## src/sv/tfs_pkg.sv

```systemverilog
// Package for the tridiagonal forward sweep: fixed-point widths and item structs.
// Used by tridiagonal_forward_sweep; depends on nothing else.
package tfs_pkg;

  // Signed fixed point Q16.16.
  localparam int unsigned WordBits = 32;
  localparam int unsigned FracBits = 16;

  // Product of two words, pivot and numerator after the product shift,
  // numerator after the pre-divide shift.
  localparam int unsigned ProdW = 2 * WordBits;
  localparam int unsigned PivW  = 2 * WordBits - FracBits + 1;
  localparam int unsigned NumW  = PivW + FracBits;

  // Quotient bits resolved by the divider (two bits per cycle) and its step count.
  localparam int unsigned QuoW     = WordBits + 2;
  localparam int unsigned DivIters = QuoW / 2;
  localparam int unsigned CntW     = $clog2(DivIters);

  typedef struct packed {
    logic signed [WordBits-1:0] sub_diag;
    logic signed [WordBits-1:0] main_diag;
    logic signed [WordBits-1:0] super_diag;
    logic signed [WordBits-1:0] rhs_value;
    logic                       first_row;
  } tfs_in_t;

  typedef struct packed {
    logic signed [WordBits-1:0] mod_super;
    logic signed [WordBits-1:0] mod_rhs;
    logic                       pivot_zero;
    logic                       overflowed;
  } tfs_out_t;

endpackage

```

## src/sv/tridiagonal_forward_sweep.sv

```systemverilog
// Forward sweep of the Thomas algorithm, one tridiagonal row per item.
// Depends on tfs_pkg for widths and the item structs.
//
//   channel | direction | handshake           | payload
//   --------+-----------+---------------------+-----------------------
//   in      | input     | in_valid_i/in_stall_o   | tfs_pkg::tfs_in_t
//   out     | output    | out_valid_o/out_stall_i | tfs_pkg::tfs_out_t
//
// From acceptance to its result in the output register, an item passes through the two products,
// the two divisions of the shared radix-4 restoring divider, and the sequencing states.
// A zero pivot skips both divisions, and a division out of range from its start skips its remaining run steps.
// The next item is accepted the cycle after the result is loaded, even if that result is still
// stalled; a stalled result holds the sequencer in its last state.
// Reset returns the sequencer to idle and clears the output valid and the stored previous row to zero.
module tridiagonal_forward_sweep (
  input  logic              clk_i,
  input  logic              rst_ni,
  input  logic              in_valid_i,
  output logic              in_stall_o,
  input  tfs_pkg::tfs_in_t  in_item_i,
  output logic              out_valid_o,
  input  logic              out_stall_i,
  output tfs_pkg::tfs_out_t out_item_o
);

  localparam int unsigned W  = tfs_pkg::WordBits;
  localparam int unsigned F  = tfs_pkg::FracBits;
  localparam int unsigned PW = tfs_pkg::PivW;
  localparam int unsigned NW = tfs_pkg::NumW;
  localparam int unsigned QW = tfs_pkg::QuoW;
  localparam int unsigned CW = tfs_pkg::CntW;

  localparam logic [QW-1:0] MaxPosQ = QW'((64'd1 << (W - 1)) - 64'd1);
  localparam logic [QW-1:0] MaxNegQ = QW'(64'd1 << (W - 1));
  localparam logic [W-1:0]  SatPos  = {1'b0, {(W-1){1'b1}}};
  localparam logic [W-1:0]  SatNeg  = {1'b1, {(W-1){1'b0}}};

  typedef enum logic [8:0] {
    StIdle    = 9'b000000001,
    StMulG    = 9'b000000010,
    StMulD    = 9'b000000100,
    StRnum    = 9'b000001000,
    StDivInit = 9'b000010000,
    StDivChk  = 9'b000100000,
    StDivRun  = 9'b001000000,
    StDivEnd  = 9'b010000000,
    StDone    = 9'b100000000
  } state_e;

  state_e state_q, state_d;

  // Captured row and previous-row state.
  logic signed [W-1:0]  a_q, b_q, c_q, d_q;
  logic                 first_q;
  logic signed [W-1:0]  prev_g_q, prev_r_q;

  // Shared multiplier and the values formed from its products.
  logic signed [W-1:0]  mul_op;
  logic signed [tfs_pkg::ProdW-1:0] prod_q;
  logic signed [PW-1:0] prod_sh;
  logic signed [PW-1:0] piv_q, rnum_q;

  // Divider.
  logic                 sel_q;
  logic signed [PW-1:0] num_sel;
  logic signed [NW-1:0] num_sh;
  logic [NW-1:0]        un_q;
  logic [PW-1:0]        ud_q;
  logic                 neg_q;
  logic [PW-1:0]        rem_q;
  logic [QW-1:0]        low_q, quo_q;
  logic [CW-1:0]        cnt_q;
  logic                 big_q;
  logic [PW-1:0]        rem_t;
  logic [QW-1:0]        low_t, quo_t;
  logic [PW:0]          trial;
  logic                 q_sat;
  logic [QW-1:0]        q_neg;
  logic [W-1:0]         q_val;

  // Per-row results.
  logic signed [W-1:0]  g_res_q, r_res_q;
  logic                 sat_q, zero_q;

  logic                 out_valid_q;
  tfs_pkg::tfs_out_t    out_q;
  logic                 out_load;
  logic                 in_fire;

  assign in_stall_o  = (state_q != StIdle);
  assign in_fire     = in_valid_i && !in_stall_o;
  assign out_valid_o = out_valid_q;
  assign out_item_o  = out_q;
  assign out_load    = (state_q == StDone) && (!out_valid_q || !out_stall_i);

  // A first row uses zero for the previous modified values.
  assign mul_op  = first_q ? '0 : ((state_q == StMulG) ? prev_g_q : prev_r_q);
  assign prod_sh = PW'(prod_q >>> F);

  assign num_sel = sel_q ? rnum_q : PW'(c_q);
  assign num_sh  = {num_sel, {F{1'b0}}};

  // Two restoring steps per cycle; the remainder stays below the divisor unless the quotient overflows.
  always_comb begin
    rem_t = rem_q;
    low_t = low_q;
    quo_t = quo_q;
    trial = '0;
    for (int k = 0; k < 2; k++) begin
      trial = {rem_t, low_t[QW-1]};
      low_t = {low_t[QW-2:0], 1'b0};
      if (trial >= {1'b0, ud_q}) begin
        rem_t = PW'(trial - {1'b0, ud_q});
        quo_t = {quo_t[QW-2:0], 1'b1};
      end else begin
        rem_t = PW'(trial);
        quo_t = {quo_t[QW-2:0], 1'b0};
      end
    end
  end

  always_comb begin
    q_neg = QW'(-quo_q);
    q_sat = big_q || (neg_q ? (quo_q > MaxNegQ) : (quo_q > MaxPosQ));
    if (q_sat) begin
      q_val = neg_q ? SatNeg : SatPos;
    end else begin
      q_val = neg_q ? q_neg[W-1:0] : quo_q[W-1:0];
    end
  end

  always_comb begin
    state_d = state_q;
    unique case (state_q)
      StIdle:    if (in_fire) state_d = StMulG;
      StMulG:    state_d = StMulD;
      StMulD:    state_d = StRnum;
      StRnum:    state_d = (piv_q == '0) ? StDone : StDivInit;
      StDivInit: state_d = StDivChk;
      StDivChk:  state_d = StDivRun;
      StDivRun:  if (big_q || cnt_q == '0) state_d = StDivEnd;
      StDivEnd:  state_d = sel_q ? StDone : StDivInit;
      StDone:    if (out_load) state_d = StIdle;
      default:   state_d = StIdle;
    endcase
  end

  always_ff @(posedge clk_i or negedge rst_ni) begin
    if (!rst_ni) begin
      state_q     <= StIdle;
      out_valid_q <= 1'b0;
      prev_g_q    <= '0;
      prev_r_q    <= '0;
    end else begin
      state_q <= state_d;
      if (out_load) begin
        out_valid_q <= 1'b1;
        prev_g_q    <= g_res_q;
        prev_r_q    <= r_res_q;
      end else if (!out_stall_i) begin
        out_valid_q <= 1'b0;
      end
    end
  end

  always_ff @(posedge clk_i) begin
    if (in_fire) begin
      a_q     <= in_item_i.sub_diag;
      b_q     <= in_item_i.main_diag;
      c_q     <= in_item_i.super_diag;
      d_q     <= in_item_i.rhs_value;
      first_q <= in_item_i.first_row;
    end
    if (state_q == StMulG || state_q == StMulD) begin
      prod_q <= mul_op * a_q;
    end
    if (state_q == StMulD) begin
      piv_q <= PW'(b_q) - prod_sh;
    end
    if (state_q == StRnum) begin
      rnum_q  <= PW'(d_q) - prod_sh;
      sel_q   <= 1'b0;
      sat_q   <= 1'b0;
      zero_q  <= (piv_q == '0);
      g_res_q <= '0;
      r_res_q <= '0;
    end
    if (state_q == StDivInit) begin
      un_q  <= num_sh[NW-1] ? NW'(-num_sh) : num_sh;
      ud_q  <= piv_q[PW-1] ? PW'(-piv_q) : piv_q;
      neg_q <= num_sh[NW-1] ^ piv_q[PW-1];
    end
    if (state_q == StDivChk) begin
      // The quotient reaches 2**QW exactly when the bits above QW reach the divisor.
      big_q <= (PW'(un_q[NW-1:QW]) >= ud_q);
      rem_q <= PW'(un_q[NW-1:QW]);
      low_q <= un_q[QW-1:0];
      quo_q <= '0;
      cnt_q <= CW'(tfs_pkg::DivIters - 1);
    end
    if (state_q == StDivRun) begin
      rem_q <= rem_t;
      low_q <= low_t;
      quo_q <= quo_t;
      cnt_q <= cnt_q - 1'b1;
    end
    if (state_q == StDivEnd) begin
      sat_q <= sat_q | q_sat;
      sel_q <= 1'b1;
      if (sel_q) begin
        r_res_q <= q_val;
      end else begin
        g_res_q <= q_val;
      end
    end
    if (out_load) begin
      out_q.mod_super  <= g_res_q;
      out_q.mod_rhs    <= r_res_q;
      out_q.pivot_zero <= zero_q;
      out_q.overflowed <= sat_q;
    end
  end

  a_rise_after_done: assert property (@(posedge clk_i) disable iff (!rst_ni)
    $rose(out_valid_o) |-> $past(state_q == StDone))
    else $error("result appeared without a finished row");

  a_zero_pivot_result: assert property (@(posedge clk_i) disable iff (!rst_ni)
    out_valid_o && out_item_o.pivot_zero |->
      out_item_o.mod_super == '0 && out_item_o.mod_rhs == '0 && !out_item_o.overflowed)
    else $error("zero pivot gave a nonzero result");

  a_rem_below_divisor: assert property (@(posedge clk_i) disable iff (!rst_ni)
    state_q == StDivRun && !big_q |-> rem_q < ud_q)
    else $error("divider remainder not below divisor");

  a_accept_starts_row: assert property (@(posedge clk_i) disable iff (!rst_ni)
    in_valid_i && !in_stall_o |=> state_q == StMulG)
    else $error("accepted item did not start the sequencer");

endmodule

```

## config.mk

```make
export PLATFORM = sky130hd
export DESIGN_NAME = tridiagonal_forward_sweep
export DESIGN_NICKNAME = d
export VERILOG_FILES = /design/src/sv/tfs_pkg.sv /design/src/sv/tridiagonal_forward_sweep.sv
export SDC_FILE = /design/constraint.sdc
export NUM_CORES = 2
export LEC_CHECK = 0
export BUFFER_PORTS_ARGS = -buffer_cell sky130_fd_sc_hd__buf_4
export CORE_MARGIN = 2
export CORE_UTILIZATION = 40
export DETAILED_ROUTE_END_ITERATION = 8
export SKIP_LAST_GASP = 1
export SLEW_MARGIN = 20
export SYNTH_ARGS = -nofsm -noshare
export SYNTH_HDL_FRONTEND = slang
export SYNTH_SLANG_ARGS = --single-unit
```

## constraint.sdc

```tcl
create_clock -name clk_i -period 9.7 [get_ports clk_i]
set_clock_uncertainty 0.2 [all_clocks]
set_input_delay 2.91 -clock clk_i [delete_from_list [all_inputs] [get_ports clk_i]]
set_output_delay 2.91 -clock clk_i [all_outputs]
set_load 0.03 [all_outputs]
```

After elaboration in Yosys (flattened, before gate mapping)
Index checks and enable logic that the tools add are counted.
{ "totals": {"output_inout_bits": 68, "ff_bits": 736, "word_cells": 113, "in_bits": 133} }
{ "classes": {"n_lt_le_gt_ge": 5, "n_eq_ne": 14, "n_mux": 37, "multipliers": 1, "bitwise": 2, "addsub": 8, "reduce_logical": 14} }
{ "ops": {"columns": ["op", "count"], "rows": [
  ["32-bit two-way mux", 11],
  ["49-bit two-way mux", 5],
  ["34-bit two-way mux", 4],
  ["50-bit by 49-bit greater-or-equal comparator with 1-bit output", 2],
  ["32-bit by 48-bit subtractor with 49-bit output", 2],
  ["49-bit subtractor", 2],
  ["9-bit case mux with 9 select lines", 1],
  ["65-bit negation", 1],
  ["32-bit by 32-bit multiplier with 64-bit output", 1],
  ["64-bit two-way mux", 1],
  ["31-bit by 49-bit greater-or-equal comparator with 1-bit output", 1],
  ["49-bit logical NOT", 1],
  ["49-bit negation", 1],
  ["48-bit two-way mux", 1],
  ["9-bit two-way mux", 5],
  ["34-bit by 31-bit > comparator with 1-bit output (second input constant)", 1],
  ["34-bit by 32-bit > comparator with 1-bit output (second input constant)", 1],
  ["32-bit negation", 1],
  ["5-bit two-way mux", 2],
  ["9-bit by 1-bit == test with 1-bit output (second input constant)", 1],
  ["9-bit by 2-bit == test with 1-bit output (second input constant)", 1],
  ["9-bit by 3-bit == test with 1-bit output (second input constant)", 1],
  ["9-bit by 4-bit == test with 1-bit output (second input constant)", 1],
  ["9-bit by 5-bit == test with 1-bit output (second input constant)", 1],
  ["17 further kinds", 32]
]} }

Depth between registers and ports, before layout
{ "logic_depth": {"depth_word": 6, "depth_mapped": 36} }

Least setup slack after synthesis
No wires, ideal clock.
{ "synth_timing": {"kind": "register to register", "from": "register state_q[7]", "to": "register prod_q[57] (netlist bit) (data pin)", "period_less_slack_ps": 9343, "stages_incl_launch_ff": 32, "path_buffers": 1, "slack_ps": 357, "arrival_ps": 8885, "t_required_ps": 9242, "cell_sequence": "dfrtp_1 nor4_2 nand3_1 clkinv_1 nand2_1 a21oi_1 clkbuf_1 nand2_1 inv_1 fa_1 inv_1 fa_1 inv_1 fa_1 fa_1 inv_1 fa_1 inv_1 fa_1 fa_1 fa_1 ha_1 nand2_1 or4_1 o211ai_1 o211ai_1 a31oi_1 nand3_1 nor3b_1 o21bai_1 a21oi_1 xnor2_1"} }
{ "synth_between": {"elab_chain_cells": 4} }
{ "synth_rtl": {"columns": ["element", "line", "source"], "rows": [
  ["from (decl)", "tridiagonal_forward_sweep.sv:50", "state_e state_q, state_d;"],
  ["from (signal assigned)", "tridiagonal_forward_sweep.sv:150", "state_q <= StIdle;"],
  ["from (signal assigned)", "tridiagonal_forward_sweep.sv:155", "state_q <= state_d;"],
  ["9-bit by 2-bit == test with 1-bit output", "tridiagonal_forward_sweep.sv:97", "assign mul_op = first_q ? '0 : ((state_q == StMulG) ? prev_g_q : prev_r_q);"],
  ["32-bit two-way mux (2 in series)", "tridiagonal_forward_sweep.sv:97", null],
  ["32-bit by 32-bit multiplier with 64-bit output", "tridiagonal_forward_sweep.sv:175", "prod_q <= mul_op * a_q;"],
  ["to (signal assigned)", "tridiagonal_forward_sweep.sv:175", null],
  ["to (decl)", "tridiagonal_forward_sweep.sv:59", "logic signed [tfs_pkg::ProdW-1:0] prod_q;"]
]} }
No other way between the ends.
A chain may end at the register's enable or synchronous reset.

Worst setup path in the final report
{ "layout_timing": {"from": "register state_q[4]", "to": "register prod_q[60] (netlist bit) (data pin)"} }
Same word-level chain as after synthesis.

==> out/summary.md <==
The run finished with clean final reports. The post-layout instance area was 82800 µm²; the number of buffers inserted during clock tree synthesis was 85. The slowest stage of the critical path is the fa_1 cell.

The tools report the depth of the CTS H-tree as 3. The floorplan step defined a core boundary enclosing 184000 µm². The final number of max-transition violations was 0; the relative contribution of sequential cells to total power was 38.7%.

The worst setup path is captured at a register. The tools report the aggregate negative setup slack as 0 ns. The data arrival time of the critical path was 9.64 ns. The relative max-transition margin is 26.5%. The tools report the fraction of the core area covered by cells at the end of the flow as 45.1%. For this design the total switching power over the nets is 3.65 mW. The die is 434 µm tall. Sequential elements use 26.7% of the synthesized area. The highest ir drop seen on vdd is 173 µV, and the clock insertion delay at the later pin of the skew report is 0.72 ns. Number of hold violations in the final report: 0.

Entering global routing, the biggest net connects 78 pins. Before antenna repair, the detailed router went through 5 iterations. The I/O pin count was 201.

The total clock sinks is 694. In this design, the stage delay of the slowest critical-path cell is 0.55 ns. No sink is reached through more buffers than the 3 on the longest clock path. The cell count after synthesis came out at 7414. The repair_antennas step left the layout with diodes totalling 0. In this run the horizontal extent of the chip is 434 µm. The worst min-delay path category was reg -> reg.

The tools report the kind of start point of the critical path as a register. The floorplan step defined a die boundary enclosing 189000 µm². The first global-routing pass estimated 326000 µm of wire. The number of nets in the final layout is 9239, and the netlist area before placement is 74100 µm². Routability-driven placement finished with a final weighted congestion of 0.910. Summing over every cut layer, the via total after detailed routing is 52800. The number of flops mapped to enable cells by yosys is 555, and the biggest fanout along the worst timing path is 32. The max-capacitance violation count was 0.

In the routed layout, each cell is associated on average with a via count of 5.20. The clock network burns 31.9% of the power. For the worst setup path, the data required time is 9.96 ns.

For this design, the CTS-stage hold fixing added 0 buffers. After clock tree synthesis, the clock-pin slew on the worst setup and hold paths is 0.06 ns. In the final routed layout, each cell accounts on average for 20.6 µm.

The leakage power was 37.2 nW. TritonCTS built the clock tree. The fraction of synthesized cell area taken by the top area cell type was 29.3%. Setup violations remaining at the end of the flow were counted as 0. Derived from the worst setup path, the maximum achievable clock frequency is 107 MHz.

For the total power consumption of the routed design, the log shows 10.3 mW. By count the netlist is led by inv_1, fa_1, nand2_1, and2_1, edfxtp_1. The largest total area in the synthesized netlist belongs to fa_1. Counting the fill cells in the layout gives 17400.

Among the stages of the critical path, the cell type that occurs most often is fa_1. The internal power of the cells totals 6.70 mW. For the overall routed net length, the log shows 209000 µm. The total congestion overflow was 0; the flip-flop and latch count after synthesis was 694. Most frequently used flop master after synthesis: edfxtp_1. Setup repair after global routing could not meet its margin everywhere. By area the synthesized netlist is led by fa_1, edfxtp_1, ha_1. In this run, distinct cell masters in the synthesized netlist total 97. The share of total power dissipated in combinational logic is 29.5%.

Summed over all nets, the half-perimeter wirelength after detailed placement is 170000 µm. The initial utilization of the core area, before any placement, comes to 40.3%. The area added between synthesis and finish works out to 11.7%.

The number of buffer cells added on primary ports works out to 200. The areal power density over the cells is 125 nW/µm². The via count of the first global-routing pass was 55600. Of the cells placed in the final design, the portion with a size suffix greater than 1 is 9.62%. Mean instance size in the synthesized netlist: 9.99 µm².

The critical path is of the reg -> reg type. At the pin with the least slew margin, the transition time is 1.10 ns. In this run the remaining antenna-violating nets after routing total 0. Net switching is 35.3% of the power. Counting flops with an async set or reset pin after synthesis yields a share of 10.7%.

Post-route minimum period: 9.38 ns. The number of placement rows came out at 157. CTS placed an instance of clkbuf_16 at the clock tree root.

The logs give 79600 µm² for the post-detailed-placement cell area and 9041 for the net count after synthesis. The logs give 3775 for the number of design-rule violations left by the first detailed-router iteration and 22.5% for the total routing usage reported by global routing. Number of warnings printed during yosys synthesis: 0. Final period utilization: 96.7%. The initial antenna violation count is 3. Most common cell in the synthesized netlist: inv_1. The number of remaining DRC errors was 0; the worst hold margin was 0.225 ns.
## critical path: cells and delay by family (launching register included)
kind	cells	cell delay, ns
buffers and inverters	10	1.20
AOI/OAI and AO/OA	10	1.85
xor gates and xnor gates	1	0.13
adders and majority gates	9	4.40
and+or+nand+nor	6	0.89
DFF	1	0.40
## layout make-up
| type | count | area [µm²] | share of cell area (%) |
|---|---|---|---|
| clock buffer | 105 | 2280 | 2.75 |
| clock inverter | 54 | 603 | 0.728 |
| inverter | 1225 | 4600 | 5.55 |
| multi-input combinational | 5173 | 48800 | 58.9 |
| sequential | 694 | 19800 | 23.9 |
| tap | 2464 | 3080 | 3.72 |
| timing repair buffer | 433 | 3660 | 4.42 |
## registers in the layout, summed over array words and instances, names as in the netlist, 9 cells and up
signal and count:
piv_q 49, un_q 49, a_q 32, prev_g_q 32, rnum_q 49, rem_q 49
r_res_q 32, b_q 32, state_q 9, out_item_o 66, c_q 32, low_q 24
prev_r_q 32, g_res_q 32, d_q 32, ud_q 49, quo_q 34, prod_q 48
## stage by stage
| step | setup slack, ns | instances |
|---|---|---|
| finish | 0.324 | 10100 |
| global route | -0.0236 | 10100 |
| CTS | 0.0211 | 10100 |
| detailed placement | -0.0876 | 9980 |
| global placement | -0.0387 | 9980 |
| floorplan | 0.357 | 7414 |
## layer usage
| metal | up-vias | wire length [µm] | GRT usage, % |
|---|---|---|---|
| li1 | 24300 | - | - |
| met1 | 26800 | 87500 | 29.3 |
| met2 | 1315 | 103000 | 38.4 |
| met3 | 343 | 9740 | 2.58 |
| met4 | 0 | 8680 | 8.70 |
| met5 | - | 0 | 0 |
## cells by family (layout without fill, tap and decap cells)
logic type	after synthesis	after routing	synth area share, %
mux	107	107	1.56
simple gates	2118	2118	14.2
xor+xnor	331	331	3.91
buf+inv	1547	1817	7.89
flops	694	694	26.7
other cells	1	1	0.00506
compound gates	1122	1122	9.47
fa+ha+maj	1494	1494	36.2
## cells in the final DEF, fill, tap and decap left out, types with 37 or more instances in the layout
master	netlist	routed
inv_1	1224	1221
clkbuf_16	0	89
and2_1	563	562
fa_1	1085	1082
mux2_2	70	70
buf_4	4	390
o21ai_1	49	51
a21oi_1	332	297
o21a_1	41	41
o21ai_0	257	255
dfrtp_1	73	73
a21o_1	160	160
nor2_1	261	260
ha_1	409	409
xor2_1	91	91
nand4_1	43	43
nand3_1	126	124
dfxtp_1	65	64
edfxtp_1	555	555
xnor2_1	240	240
nand2b_1	57	56
nor2b_1	47	47
nand2_1	794	793
nor3_1	63	62
mux2i_1	37	37
## power by group through the flow
| stage | sequential [mW] | combinational [mW] | clock [mW] |
|---|---|---|---|
| floorplan | 3.83 | 2.09 | 0 |
| global placement | 4.07 | 2.99 | 0 |
| detailed placement | 4.07 | 3.02 | 0 |
| CTS | 4.01 | 3.04 | 3.39 |
| global route | 4.02 | 3.36 | 3.50 |
| finish | 4.00 | 3.05 | 3.30 |
## path summary, 6_finish.rpt
check	from	to	slack, ns	cells after the start
worst max-delay path	state_q[4]	prod_q[60]	0.32	36
worst min-delay path	zero_q	out_item_o[1]	0.23	0
worst max register to register	state_q[4]	prod_q[60]	0.32	36
worst min register to register	zero_q	out_item_o[1]	0.23	0
max in group asynchronous	rst_ni	state_q[7]	6.67	1
min in group asynchronous	rst_ni	prev_r_q[5]	2.03	1
## what timing repair did
| action | CTS | global route |
|---|---|---|
| pin swaps | 0 | 11 |
| endpoints found under the setup margin | 4 | 16 |
| gates cloned | 0 | 1 |
| resized for setup | 1 | 43 |
| buffers inserted | 0 | 8 |
(Power assumes the default switching activity.)
